**src/hw/rtl/utfd_pkg.sv**
```systemverilog
// Shared types and byte-class constants for the UTF-8 code point decoder.
package utfd_pkg;

  localparam int unsigned CP_W   = 21;
  localparam int unsigned BYTE_W = 8;
  localparam int unsigned HIST_N = 3;

  localparam logic [7:0] SFX_MASK = 8'hC0;
  localparam logic [7:0] SFX_CODE = 8'h80;
  localparam logic [7:0] P2_LO    = 8'hC0;
  localparam logic [7:0] P2_HI    = 8'hDF;
  localparam logic [7:0] P3_LO    = 8'hE0;
  localparam logic [7:0] P3_HI    = 8'hEF;
  localparam logic [7:0] P4_LO    = 8'hF0;
  localparam logic [7:0] ASCII_HI = 8'h7F;

  // Per-cell control; clear wins over load, load over shift.
  typedef struct packed {
    logic clear;
    logic load;
    logic shift;
  } cell_ctl_t;

  typedef struct packed {
    logic s42_old;
    logic s43;
    logic s42;
    logic s32;
  } chain_flags_t;

  function automatic logic is_sfx(input logic [7:0] b);
    return (b & SFX_MASK) == SFX_CODE;
  endfunction

  function automatic logic is_p2(input logic [7:0] b);
    return (b >= P2_LO) && (b <= P2_HI);
  endfunction

  function automatic logic is_p3(input logic [7:0] b);
    return (b >= P3_LO) && (b <= P3_HI);
  endfunction

  function automatic logic is_p4(input logic [7:0] b);
    return b >= P4_LO;
  endfunction

  function automatic logic [CP_W-1:0] ascii_part(input logic [7:0] b);
    return (b <= ASCII_HI) ? {13'd0, b} : '0;
  endfunction

endpackage

```
**src/hw/rtl/utfd_cell.sv**
```systemverilog
// One byte cell of a shift chain: holds a byte and its valid flag.
module utfd_cell (
  input  logic                 clk,
  input  logic                 rst_n,
  input  utfd_pkg::cell_ctl_t  ctl,
  input  logic [7:0]           load_byte,
  input  logic                 load_vld,
  input  logic [7:0]           nbr_byte,
  input  logic                 nbr_vld,
  output logic [7:0]           byte_o,
  output logic                 vld_o
);

  logic [7:0] byte_r, byte_nxt;
  logic       vld_r, vld_nxt;

  always_comb begin
    byte_nxt = byte_r;
    vld_nxt  = vld_r;
    if (ctl.clear) begin
      byte_nxt = '0;
      vld_nxt  = 1'b0;
    end else if (ctl.load) begin
      byte_nxt = load_byte;
      vld_nxt  = load_vld;
    end else if (ctl.shift) begin
      byte_nxt = nbr_byte;
      vld_nxt  = nbr_vld;
    end
  end

  // bytes reset too: empty history slots must read as zero
  always_ff @(posedge clk) begin
    if (!rst_n) begin
      byte_r <= '0;
      vld_r  <= 1'b0;
    end else begin
      byte_r <= byte_nxt;
      vld_r  <= vld_nxt;
    end
  end

  assign byte_o = byte_r;
  assign vld_o  = vld_r;

endmodule

```
**src/hw/rtl/utfd_la_value.sv**
```systemverilog
// Lookahead value: code point at a prefix byte from up to three later bytes.
module utfd_la_value (
  input  logic [7:0]                  b0,
  input  logic [7:0]                  a1,
  input  logic [7:0]                  a2,
  input  logic [7:0]                  a3,
  output logic [utfd_pkg::CP_W-1:0]   cp
);

  logic [5:0] f1, f2, f3;

  // each later byte counts on its own, no chain check
  assign f1 = utfd_pkg::is_sfx(a1) ? a1[5:0] : 6'd0;
  assign f2 = utfd_pkg::is_sfx(a2) ? a2[5:0] : 6'd0;
  assign f3 = utfd_pkg::is_sfx(a3) ? a3[5:0] : 6'd0;

  always_comb begin
    cp = utfd_pkg::ascii_part(b0);
    if (utfd_pkg::is_p2(b0)) begin
      cp = cp | {10'd0, b0[4:0], f1};
    end
    if (utfd_pkg::is_p3(b0)) begin
      cp = cp | {5'd0, b0[3:0], f1, f2};
    end
    if (utfd_pkg::is_p4(b0)) begin
      cp = cp | {b0[2:0], f1, f2, f3};
    end
  end

endmodule

```
**src/hw/rtl/utf8_codepoint_decoder.sv**
```systemverilog
// Top level: history chain, flush chain and output register of the decoder.
// Advance mode: one registered result per byte; one byte per cycle when not stalled.
// Lookahead mode: result for a byte comes when the third later byte arrives, one per cycle
//   unless stalled; an end-of-stream byte yields up to four results, one per cycle unless
//   stalled, as the single output register drains the flush chain (no bytes taken then).
// Reset (rst_n low, synchronous) clears history, chain flags, output valid, mode = advance.
module utf8_codepoint_decoder (
  input  logic        clk,
  input  logic        rst_n,
  input  logic        in_tvalid,
  output logic        in_tready,
  input  logic [7:0]  in_tdata,   // [7:0] data_byte
  input  logic        in_tlast,   // end_of_stream
  output logic        out_tvalid,
  input  logic        out_tready,
  output logic [23:0] out_tdata,  // [20:0] code_point, [23:21] zero
  output logic        out_tlast,  // is_last
  input  logic        cfg_valid,
  output logic        cfg_ready,
  input  logic        cfg_data    // alignment_mode
);

  localparam int unsigned CP_W = utfd_pkg::CP_W;

  logic                   mode_r, mode_nxt;
  utfd_pkg::chain_flags_t fl_r, fl_nxt;
  logic                   out_valid_r, out_valid_nxt;
  logic [CP_W-1:0]        cp_r, cp_nxt;
  logic                   last_r, last_nxt;

  logic [7:0]             hb [utfd_pkg::HIST_N];
  logic [2:0]             hv;
  logic [7:0]             fb [utfd_pkg::HIST_N];
  logic [2:0]             fv;
  utfd_pkg::cell_ctl_t    h_ctl, f_ctl;

  logic                   in_acc, eos, out_free, flushing;
  logic [7:0]             cur;
  logic [7:0]             w [4];
  logic [7:0]             la_b0, la_a1, la_a2, la_a3;
  logic [CP_W-1:0]        la_cp, adv_cp;

  assign cur       = in_tdata;
  assign eos       = in_tlast;
  assign flushing  = fv[0];
  assign out_free  = !out_valid_r || out_tready;
  assign in_tready = out_free && !flushing;
  assign in_acc    = in_tvalid && in_tready;
  assign cfg_ready = 1'b1;

  // history chain: cell 0 oldest, cell 2 newest
  always_comb begin
    h_ctl       = '0;
    h_ctl.clear = in_acc && eos;
    h_ctl.shift = in_acc && !eos;
  end

  for (genvar i = 0; i < utfd_pkg::HIST_N; i++) begin : g_hist
    if (i == utfd_pkg::HIST_N - 1) begin : g_head
      utfd_cell u_cell (
        .clk(clk), .rst_n(rst_n), .ctl(h_ctl),
        .load_byte(8'd0), .load_vld(1'b0),
        .nbr_byte(cur), .nbr_vld(1'b1),
        .byte_o(hb[i]), .vld_o(hv[i])
      );
    end else begin : g_body
      utfd_cell u_cell (
        .clk(clk), .rst_n(rst_n), .ctl(h_ctl),
        .load_byte(8'd0), .load_vld(1'b0),
        .nbr_byte(hb[i+1]), .nbr_vld(hv[i+1]),
        .byte_o(hb[i]), .vld_o(hv[i])
      );
    end
  end

  // lookahead window aligned to the oldest valid position, zeros past the end
  always_comb begin
    if (hv[0]) begin
      w[0] = hb[0]; w[1] = hb[1]; w[2] = hb[2]; w[3] = cur;
    end else if (hv[1]) begin
      w[0] = hb[1]; w[1] = hb[2]; w[2] = cur;   w[3] = 8'd0;
    end else if (hv[2]) begin
      w[0] = hb[2]; w[1] = cur;   w[2] = 8'd0;  w[3] = 8'd0;
    end else begin
      w[0] = cur;   w[1] = 8'd0;  w[2] = 8'd0;  w[3] = 8'd0;
    end
  end

  // flush chain: loaded with the positions after the first on a lookahead end of stream
  always_comb begin
    f_ctl       = '0;
    f_ctl.load  = in_acc && eos && mode_r;
    f_ctl.shift = flushing && out_free;
  end

  for (genvar i = 0; i < utfd_pkg::HIST_N; i++) begin : g_flush
    if (i == utfd_pkg::HIST_N - 1) begin : g_tail
      utfd_cell u_cell (
        .clk(clk), .rst_n(rst_n), .ctl(f_ctl),
        .load_byte(w[i+1]), .load_vld(hv[utfd_pkg::HIST_N-1-i]),
        .nbr_byte(8'd0), .nbr_vld(1'b0),
        .byte_o(fb[i]), .vld_o(fv[i])
      );
    end else begin : g_body
      utfd_cell u_cell (
        .clk(clk), .rst_n(rst_n), .ctl(f_ctl),
        .load_byte(w[i+1]), .load_vld(hv[utfd_pkg::HIST_N-1-i]),
        .nbr_byte(fb[i+1]), .nbr_vld(fv[i+1]),
        .byte_o(fb[i]), .vld_o(fv[i])
      );
    end
  end

  assign la_b0 = flushing ? fb[0] : w[0];
  assign la_a1 = flushing ? fb[1] : w[1];
  assign la_a2 = flushing ? fb[2] : w[2];
  assign la_a3 = flushing ? 8'd0  : w[3];

  utfd_la_value u_la (
    .b0(la_b0), .a1(la_a1), .a2(la_a2), .a3(la_a3), .cp(la_cp)
  );

  // advance value: b0 = cur, b1 = hb[2], b2 = hb[1], b3 = hb[0]
  always_comb begin
    logic s0;
    s0     = utfd_pkg::is_sfx(cur);
    adv_cp = utfd_pkg::ascii_part(cur);
    if (utfd_pkg::is_p2(hb[2])) begin
      adv_cp = adv_cp | {10'd0, hb[2][4:0], 6'd0};
      if (s0) adv_cp = adv_cp | {15'd0, cur[5:0]};
    end
    if (utfd_pkg::is_p3(hb[1])) adv_cp = adv_cp | {5'd0, hb[1][3:0], 12'd0};
    if (fl_r.s32 || fl_r.s43) begin
      adv_cp = adv_cp | {9'd0, hb[2][5:0], 6'd0};
      if (s0) adv_cp = adv_cp | {15'd0, cur[5:0]};
    end
    if (utfd_pkg::is_p4(hb[0])) adv_cp = adv_cp | {hb[0][2:0], 18'd0};
    if (fl_r.s42_old) adv_cp = adv_cp | {3'd0, hb[1][5:0], 12'd0};
  end

  always_comb begin
    fl_nxt = fl_r;
    if (in_acc) begin
      if (eos) begin
        fl_nxt = '0;
      end else begin
        fl_nxt.s32     = utfd_pkg::is_sfx(cur) && utfd_pkg::is_p3(hb[2]);
        fl_nxt.s42     = utfd_pkg::is_sfx(cur) && utfd_pkg::is_p4(hb[2]);
        fl_nxt.s43     = utfd_pkg::is_sfx(cur) && fl_r.s42;
        fl_nxt.s42_old = fl_r.s42;
      end
    end
  end

  always_comb begin
    mode_nxt      = (cfg_valid && cfg_ready) ? cfg_data : mode_r;
    out_valid_nxt = out_valid_r;
    cp_nxt        = cp_r;
    last_nxt      = last_r;
    if (flushing && out_free) begin
      out_valid_nxt = 1'b1;
      cp_nxt        = la_cp;
      last_nxt      = !fv[1];
    end else if (in_acc) begin
      if (!mode_r) begin
        out_valid_nxt = 1'b1;
        cp_nxt        = adv_cp;
        last_nxt      = eos;
      end else if (eos) begin
        // first flushed position; last when nothing else is held
        out_valid_nxt = 1'b1;
        cp_nxt        = la_cp;
        last_nxt      = !hv[2];
      end else begin
        out_valid_nxt = hv[0];
        cp_nxt        = la_cp;
        last_nxt      = 1'b0;
      end
    end else if (out_tready) begin
      out_valid_nxt = 1'b0;
    end
  end

  always_ff @(posedge clk) begin
    if (!rst_n) begin
      mode_r      <= 1'b0;
      fl_r        <= '0;
      out_valid_r <= 1'b0;
    end else begin
      mode_r      <= mode_nxt;
      fl_r        <= fl_nxt;
      out_valid_r <= out_valid_nxt;
    end
  end

  always_ff @(posedge clk) begin
    cp_r   <= cp_nxt;
    last_r <= last_nxt;
  end

  assign out_tvalid = out_valid_r;
  assign out_tdata  = {3'd0, cp_r};
  assign out_tlast  = last_r;

  a_no_take_while_flush: assert property (@(posedge clk) disable iff (!rst_n)
    flushing |-> !in_tready)
    else $error("byte taken while flush chain busy");

  a_hist_contig: assert property (@(posedge clk) disable iff (!rst_n)
    (hv[0] |-> hv[1]) and (hv[1] |-> hv[2]))
    else $error("history valid bits not contiguous");

  a_flush_contig: assert property (@(posedge clk) disable iff (!rst_n)
    (fv[2] |-> fv[1]) and (fv[1] |-> fv[0]))
    else $error("flush valid bits not contiguous");

  a_eos_clears: assert property (@(posedge clk) disable iff (!rst_n)
    (in_acc && eos) |=> (hv == 3'd0) && (fl_r == '0))
    else $error("history not cleared after end of stream");

  a_adv_eos_last: assert property (@(posedge clk) disable iff (!rst_n)
    (in_acc && eos && !mode_r) |=> (out_tvalid && out_tlast && !flushing))
    else $error("advance end of stream result missing last flag");

endmodule
```
**config.mk**
```make
export PLATFORM = sky130hd
export DESIGN_NAME = utf8_codepoint_decoder
export DESIGN_NICKNAME = d
export VERILOG_FILES = /design/src/hw/rtl/utfd_pkg.sv /design/src/hw/rtl/utfd_cell.sv /design/src/hw/rtl/utfd_la_value.sv /design/src/hw/rtl/utf8_codepoint_decoder.sv
export SDC_FILE = /design/constraint.sdc
export NUM_CORES = 1
export LEC_CHECK = 0
export BUFFER_PORTS_ARGS = -buffer_cell sky130_fd_sc_hd__buf_2
export CORE_AREA = 4 4 198 104
export CTS_CLUSTER_DIAMETER = 60
export DETAILED_ROUTE_END_ITERATION = 10
export DIE_AREA = 0 0 202 108
export GPL_TIMING_DRIVEN = 0
export PLACE_DENSITY_LB_ADDON = 0.08
export SKIP_LAST_GASP = 1
export SLEW_MARGIN = 20
export SYNTH_ARGS = -nofsm -noshare
export SYNTH_HDL_FRONTEND = slang
export SYNTH_SLANG_ARGS = --single-unit
export TNS_END_PERCENT = 50
```
**constraint.sdc**
```tcl
create_clock -name clk -period 2.5 [get_ports clk]
set_input_delay 0.25 -clock clk [delete_from_list [all_inputs] [get_ports clk]]
set_output_delay 0.25 -clock clk [all_outputs]
set_load 0.01 [all_outputs]
```
== Word-level counts from Yosys, hierarchy flattened ==
Cells that the tools add are included.

* Bits of input ports: 15
* Logic and storage cells: 122
* Bits in read-only memories: 0
* Bits in writable memories: 0
* Memories kept: 0
* Register bits: 82
* Bits in latches: 0
* Output and inout bits: 28

* Eq/ne operators: 4
* Add/subtract/negate cells: 0
* Order comparisons: 15
* Bitwise operators: 11
* Div/mod/pow operators: 0
* $mul: 0
* Reductions and logical operators: 25
* Shifts and indexed selects: 0
* Mux-type cells: 47

{| class="wikitable"
|+ Operators with widths
! cell !! count
|-
| 21-bit two-way mux || 11
|-
| 32-bit two-way mux || 3
|-
| 8-bit two-way mux || 12
|-
| 8-bit >= comparator (second input constant) || 8
|-
| 21-bit by 16-bit bitwise OR with 21-bit output || 2
|-
| 21-bit bitwise OR || 2
|-
| 8-bit less-or-equal comparator (second input constant) || 5
|-
| 11-bit two-way mux || 2
|-
| 21-bit by 11-bit bitwise OR with 21-bit output || 1
|-
| 21-bit by 12-bit bitwise OR with 21-bit output || 1
|-
| 21-bit by 18-bit bitwise OR with 21-bit output || 1
|-
| 21-bit by 6-bit bitwise OR with 21-bit output || 1
|-
| 6-bit two-way mux || 3
|-
| 8-bit by 7-bit less-or-equal comparator with 1-bit output (second input constant) || 2
|-
| 1-bit two-way mux || 15
|-
| 1-bit logical AND || 14
|-
| 11-bit by 6-bit bitwise OR with 11-bit output || 1
|-
| 8-bit by 11-bit bitwise OR with 11-bit output || 1
|-
| 2-bit == test (second input constant) || 4
|-
| 1-bit logical NOT || 5
|-
| 4-bit two-way mux || 1
|-
| 2-bit nonzero test || 2
|-
| 3-bit nonzero test || 1
|-
| 1-bit logical OR || 2
|-
| other kinds (2) || 2
|}

== Logic depth before layout (Yosys ltp) ==
* Depth after elaboration: 19
* Depth in mapped cells: 10
* Mapped depth without buffers: 6

== Cells and area by module ==
Synthesis repeated with hierarchy kept, for this count alone.

* Cell total of the unflattened synthesis: 599
* Area, all modules: 5611.6 um2

{| class="wikitable"
|+ By module, submodules not included
! module !! area each (um2) !! cells an instance !! instances !! sequential area each (um2)
|-
| utf8_codepoint_decoder || 2607.5 || 299 || 1 || 780.7
|-
| utfd_cell || 429.2 || 41 || 6 || 180.2
|-
| utfd_la_value || 429.2 || 54 || 1 || 0.0
|}

== Worst setup path before layout ==
OpenSTA, ideal clock, no wires.

* Kind: reg2reg
* Start point: register g_flush[0].g_body.u_cell.vld_r
* End point: register cp_r[0] (enable)
* Buffers on the path: 4
* Required time: 2.121 ns
* Slack: 0.346 ns
* Period minus slack after synthesis: 2.154 ns
* Stages on the path, launching flop included: 7
* Data arrival time: 1.775 ns
* Cells stage by stage: dfxtp_1 > buf_2 > buf_2 > buf_2 > nand2_1 > clkbuf_1 > nand2_1

* Cells in the longest elaborated chain, start to end: 4
* Elaborated cells on any way between the ends: 5

{| class="wikitable"
|+ Ends and longest elaborated chain
! what !! RTL line !! text
|-
| from (decl) || utfd_cell.sv:15 || <nowiki>logic vld_r, vld_nxt;</nowiki>
|-
| from (signal assigned) || utfd_cell.sv:39 || <nowiki>vld_r <= vld_nxt;</nowiki>
|-
| 1-bit logical NOT || utf8_codepoint_decoder.sv:47 || <nowiki>assign in_tready = out_free && !flushing;</nowiki>
|-
| 1-bit logical AND || utf8_codepoint_decoder.sv:47 ||
|-
| 1-bit logical AND || utf8_codepoint_decoder.sv:48 || <nowiki>assign in_acc = in_tvalid && in_tready;</nowiki>
|-
| 2-bit nonzero test (no source line) (*) || n/a ||
|-
| to (signal assigned) || utf8_codepoint_decoder.sv:197 || <nowiki>cp_r <= cp_nxt;</nowiki>
|-
| to (decl) || utf8_codepoint_decoder.sv:28 || <nowiki>logic [CP_W-1:0] cp_r, cp_nxt;</nowiki>
|}

Every way passes the cells marked *; elsewhere a longest branch is shown, timed or not.
A chain may end at the register's enable or synchronous reset.

== Worst setup path in the final report ==
* Start point: register g_hist[0].g_body.u_cell.vld_r
* End point: register cp_r[3] (data pin)

* Cells in the longest elaborated chain, start to end: 13
* Elaborated cells on any way between the ends: 29

{| class="wikitable"
|+ Ends and longest elaborated chain
! what !! RTL line !! text
|-
| from (decl) || utfd_cell.sv:15 ||
|-
| from (signal assigned) || utfd_cell.sv:39 ||
|-
| 32-bit two-way mux (*) || utf8_codepoint_decoder.sv:78 || <nowiki>if (hv[0]) begin</nowiki>
|-
| 8-bit two-way mux (on tied branches) || utf8_codepoint_decoder.sv:114, utf8_codepoint_decoder.sv:115 ||
|-
| 8-bit by 7-bit less-or-equal comparator with 1-bit output / 2-bit == test (equally long branches) || utfd_pkg.sv:48, utfd_pkg.sv:32 ||
|-
| 8-bit two-way mux / 6-bit two-way mux (equally long branches) || utfd_pkg.sv:48, utfd_la_value.sv:13 ||
|-
| 21-bit by 11-bit bitwise OR with 21-bit output || utfd_la_value.sv:20 || <nowiki>cp = cp | {10'd0, b0[4:0], f1};</nowiki>
|-
| 21-bit two-way mux || utfd_la_value.sv:19 || <nowiki>if (utfd_pkg::is_p2(b0)) begin</nowiki>
|-
| 21-bit by 16-bit bitwise OR with 21-bit output || utfd_la_value.sv:23 || <nowiki>cp = cp | {5'd0, b0[3:0], f1, f2};</nowiki>
|-
| 21-bit two-way mux || utfd_la_value.sv:22 || <nowiki>if (utfd_pkg::is_p3(b0)) begin</nowiki>
|-
| 21-bit bitwise OR || utfd_la_value.sv:26 || <nowiki>cp = cp | {b0[2:0], f1, f2, f3};</nowiki>
|-
| 21-bit two-way mux (*) || utfd_la_value.sv:25 || <nowiki>if (utfd_pkg::is_p4(b0)) begin</nowiki>
|-
| 21-bit two-way mux || utf8_codepoint_decoder.sv:165 || <nowiki>if (!mode_r) begin</nowiki>
|-
| 21-bit two-way mux || utf8_codepoint_decoder.sv:164 || <nowiki>end else if (in_acc) begin</nowiki>
|-
| 21-bit two-way mux (*) || utf8_codepoint_decoder.sv:160 || <nowiki>if (flushing && out_free) begin</nowiki>
|-
| named net cp_nxt[3] || utf8_codepoint_decoder.sv:28 ||
|}

The timed path passes the listed nets; every way through them passes the cells marked *. The select of a mux whose other input is x is not followed.

==> results.cfg <==
[status]
status = completed

[logic_synthesis]
muxShareOfSynthArea_pct = 3.01
synth_cell_types = 60
synth_simple_gate_area_share_pct = 27.0
synth_seq_cells = 82
yosys.area.top_type = dfxtp_1
syn-cell-area_sq_mm = 0.00461
synth_xor_area_share_pct = 0
synth_compound_area_share_pct = 24.0
synthCells = 571
synth_top_area_share_pct = 26.0
synth_top_family_by_area = simple AND/OR/NAND/NOR gates
synthAdderAreaFrac_pct = 0
ys_top_cells_by_count = nand2_1 (127), dfxtp_1 (60), a21oi_1 (59), nor2_1 (28), nor2b_1 (25)
synthFlopType = dfxtp_1
yosysMostFrequentCell = nand2_1
synth_area_leaders = dfxtp_1 (26%), edfxtp_1 (14%), nand2_1 (10%), a21oi_1 (6.4%), nor2b_1 (3.4%)
synth_edf_count = 22
ys.warnings.count = 0
ys_seq_area_share_pct = 40.4
postSynthAreaPerCell_sq_um = 8.08
async_flop_share_pct = 0

[critical_path]
slowest_stage = dfxtp_1
crit_type = flop to flop
cp-end-kind = flop
worstPathCellList = buf_6, clkbuf_4, clkbuf_4, clkbuf_4, buf_4, a21oi_1, o21ai_0, o21ai_1, a2bb2oi_1, o211ai_1
critPathRequiredTime_ns = 2.56
cp_max_fo = 10
cp.buffers_inverters = 5
worst_path_most_repeated_cell = clkbuf_4
cp_slowest_stage_delay_ns = 0.30
cp_data_arrival_time_ns = 2.49
critical-path-top-delay-family = buffers and inverters
crit_path_start_kind = flop

[cts]
clk_pin_slew_ns = 0.06
holdBufCountCts = 0
htreeDepth = 3
numCtsBuffers = 9
cts-root-buf = clkbuf_16
worst_skew_pair.late_latency_ns = 0.35
cts_buffer_depth = 2
cts_tree = done
cts.sinks = 82

[finish]
diodes = 0
area_growth_pct = 23.0
fill_cells = 2060
utilization_pct = 29.9
layout.cells.non_filler = 894
fin_nets = 638
drive_above_1_share_pct = 20.2

[place]
post-dp-hpwl_um = 15000
io_buffers = 36
gp_congestion = 0.878
dp.cells = 875

[sta]
skew_ns = 0.00654
slew_headroom_pct = 58.4
rsz0062_at_grt = true
drv_slew = 0
period_needed_ns = 2.43
finalSetupViolations = 0
whs_ns = 0.162
hold_viol_final = 0
max_freq_ghz = 0.412
tightest_slew_ns = 0.623
fin_crit_sh_pct = 97.1

[global_route]
grt_pass1_vias = 4274
grt_pass1_wl_um = 29100
grt_overflow = 0
grt.total_usage_pct = 18.0
antenna_found_initial = 0
grt_max_degree = 23

[routing]
wl_um = 19400
ant_nets = 0
drc_errors = 0
wl_per_cell_um = 21.7
firstDrtPassIters = 5
drt_iter0_drc = 354
vias = 4689
vias_per_cell = 5.24

[die]
core_area_sq_mm = 0.0190
die_y_um = 108
ios = 43
start_util_pct = 24.3
die_area_sq_mm = 0.0218
row_count = 36
fp.dieW_um = 202

[job]
maxCapViolations = 0

[power]
max-vdd-ir-drop_mv = 0.321
cellPowerDensity_mw_per_mm2 = 597
leakage_nw = 1.99

[min_path]
min_path_type = input pin to flop
-- report_power, final --
group | internal (mW) | switching, mW | total (mW)
clock | 0.972 | 0.563 | 1.53
combinational | 0.140 | 0.276 | 0.416
sequential | 1.40 | 0.0338 | 1.44
-- cells by family after synthesis --
logic type,after synthesis
other cells,2
mux,13
buf+inv,54
compound gates,162
simple gates,258
flops,82
-- path summary, 6_finish.rpt --
path / startpoint / to / slack [ns] / cells after the start
hold reg to reg: g_hist[0].g_body.u_cell.byte_o[7]$_SDFFE_PP0P_ / g_hist[0].g_body.u_cell.byte_o[7]$_SDFFE_PP0P_ / 0.47 / 2
hold / removal: cfg_data / mode_r$_SDFFE_PN0P_ / 0.16 / 3
setup reg to reg: g_hist[0].g_body.u_cell.vld_o$_SDFFE_PP0P_ / cp_r[3]$_DFFE_PP_ / 0.07 / 10
setup / recovery: g_hist[0].g_body.u_cell.vld_o$_SDFFE_PP0P_ / cp_r[3]$_DFFE_PP_ / 0.07 / 10
-- layout make-up --
| type | count | area (sq um) | share of cell area (%) |
|---|---|---|---|
| multi-input combinational | 437 | 2640 | 46.5 |
| sequential | 82 | 1860 | 32.9 |
| tap | 266 | 333 | 5.87 |
| buffer | 42 | 241 | 4.26 |
| clock buffer | 10 | 229 | 4.04 |
| timing repair buffer | 42 | 225 | 3.97 |
| clock inverter | 6 | 105 | 1.85 |
| inverter | 9 | 37.5 | 0.662 |
-- worst min-delay path: cells and delay by family --
family                 cells  cell delay (ns)
and+or+nand+nor            1             0.09
buffers and inverters      1             0.08
muxes                      1             0.06
-- layout by cell type (no fill, tap or decap), types with 6 or more instances in the layout --
| cell | n |
|---|---|
| nand2_1 | 124 |
| dfxtp_1 | 58 |
| a21oi_1 | 57 |
| buf_2 | 42 |
| nor2b_1 | 25 |
| nor2_1 | 24 |
| nand3_1 | 22 |
| edfxtp_1 | 22 |
| o21ai_0 | 16 |
| clkbuf_1 | 12 |
| a22oi_1 | 12 |
| buf_4 | 11 |
| and3_1 | 11 |
| clkbuf_2 | 10 |
| nand2b_1 | 9 |
| clkbuf_16 | 9 |
| clkbuf_4 | 8 |
| inv_1 | 8 |
| a22o_1 | 8 |
| nand3b_1 | 8 |
| mux2_2 | 7 |
| mux2i_1 | 6 |
| o31a_1 | 6 |
-- repair_timing --
item                       4_1_cts  5_1_grt
setup endpoints to repair       60       88
gates resized for setup         17       41
buffers inserted                 0        6
pin swaps                        1        1
-- flip-flops by register name (all words and copies together), names as in the netlist, 2 cells and up --
signal,cells
g_hist.g_body.u_cell.vld_o,2
g_hist.g_body.u_cell.byte_o,16
fl_r,4
g_hist.g_head.u_cell.byte_o,8
cp_r,21
g_flush.g_body.u_cell.vld_o,2
g_flush.g_body.u_cell.byte_o,16
g_flush.g_tail.u_cell.byte_o,8
-- metrics by stage --
| step | cell area [sq um] | total power [mW] | TNS, ns | setup WS, ns |
|---|---|---|---|---|
| final | 5670 | 3.39 | 0 | 0.0715 |
| after global routing | 5670 | 3.51 | -0.179 | -0.0772 |
| after detailed placement | 5130 | 1.85 | -21.83 | -0.700 |
| after global placement | 5130 | 1.85 | -20.42 | -0.621 |
| after CTS | 5520 | 3.39 | -0.945 | -0.101 |
| after floorplan | 4620 | 1.69 | 0 | 0.346 |
-- per-layer routing --
| layer | GRT usage, % | part of all wire [%] |
|---|---|---|
| met1 | 29.7 | 55 |
| met2 | 22.8 | 36 |
| met3 | 4.32 | 7.9 |
| met4 | 3.22 | 0.99 |
| met5 | 0 | 0 |
(Power assumes the default switching activity.)
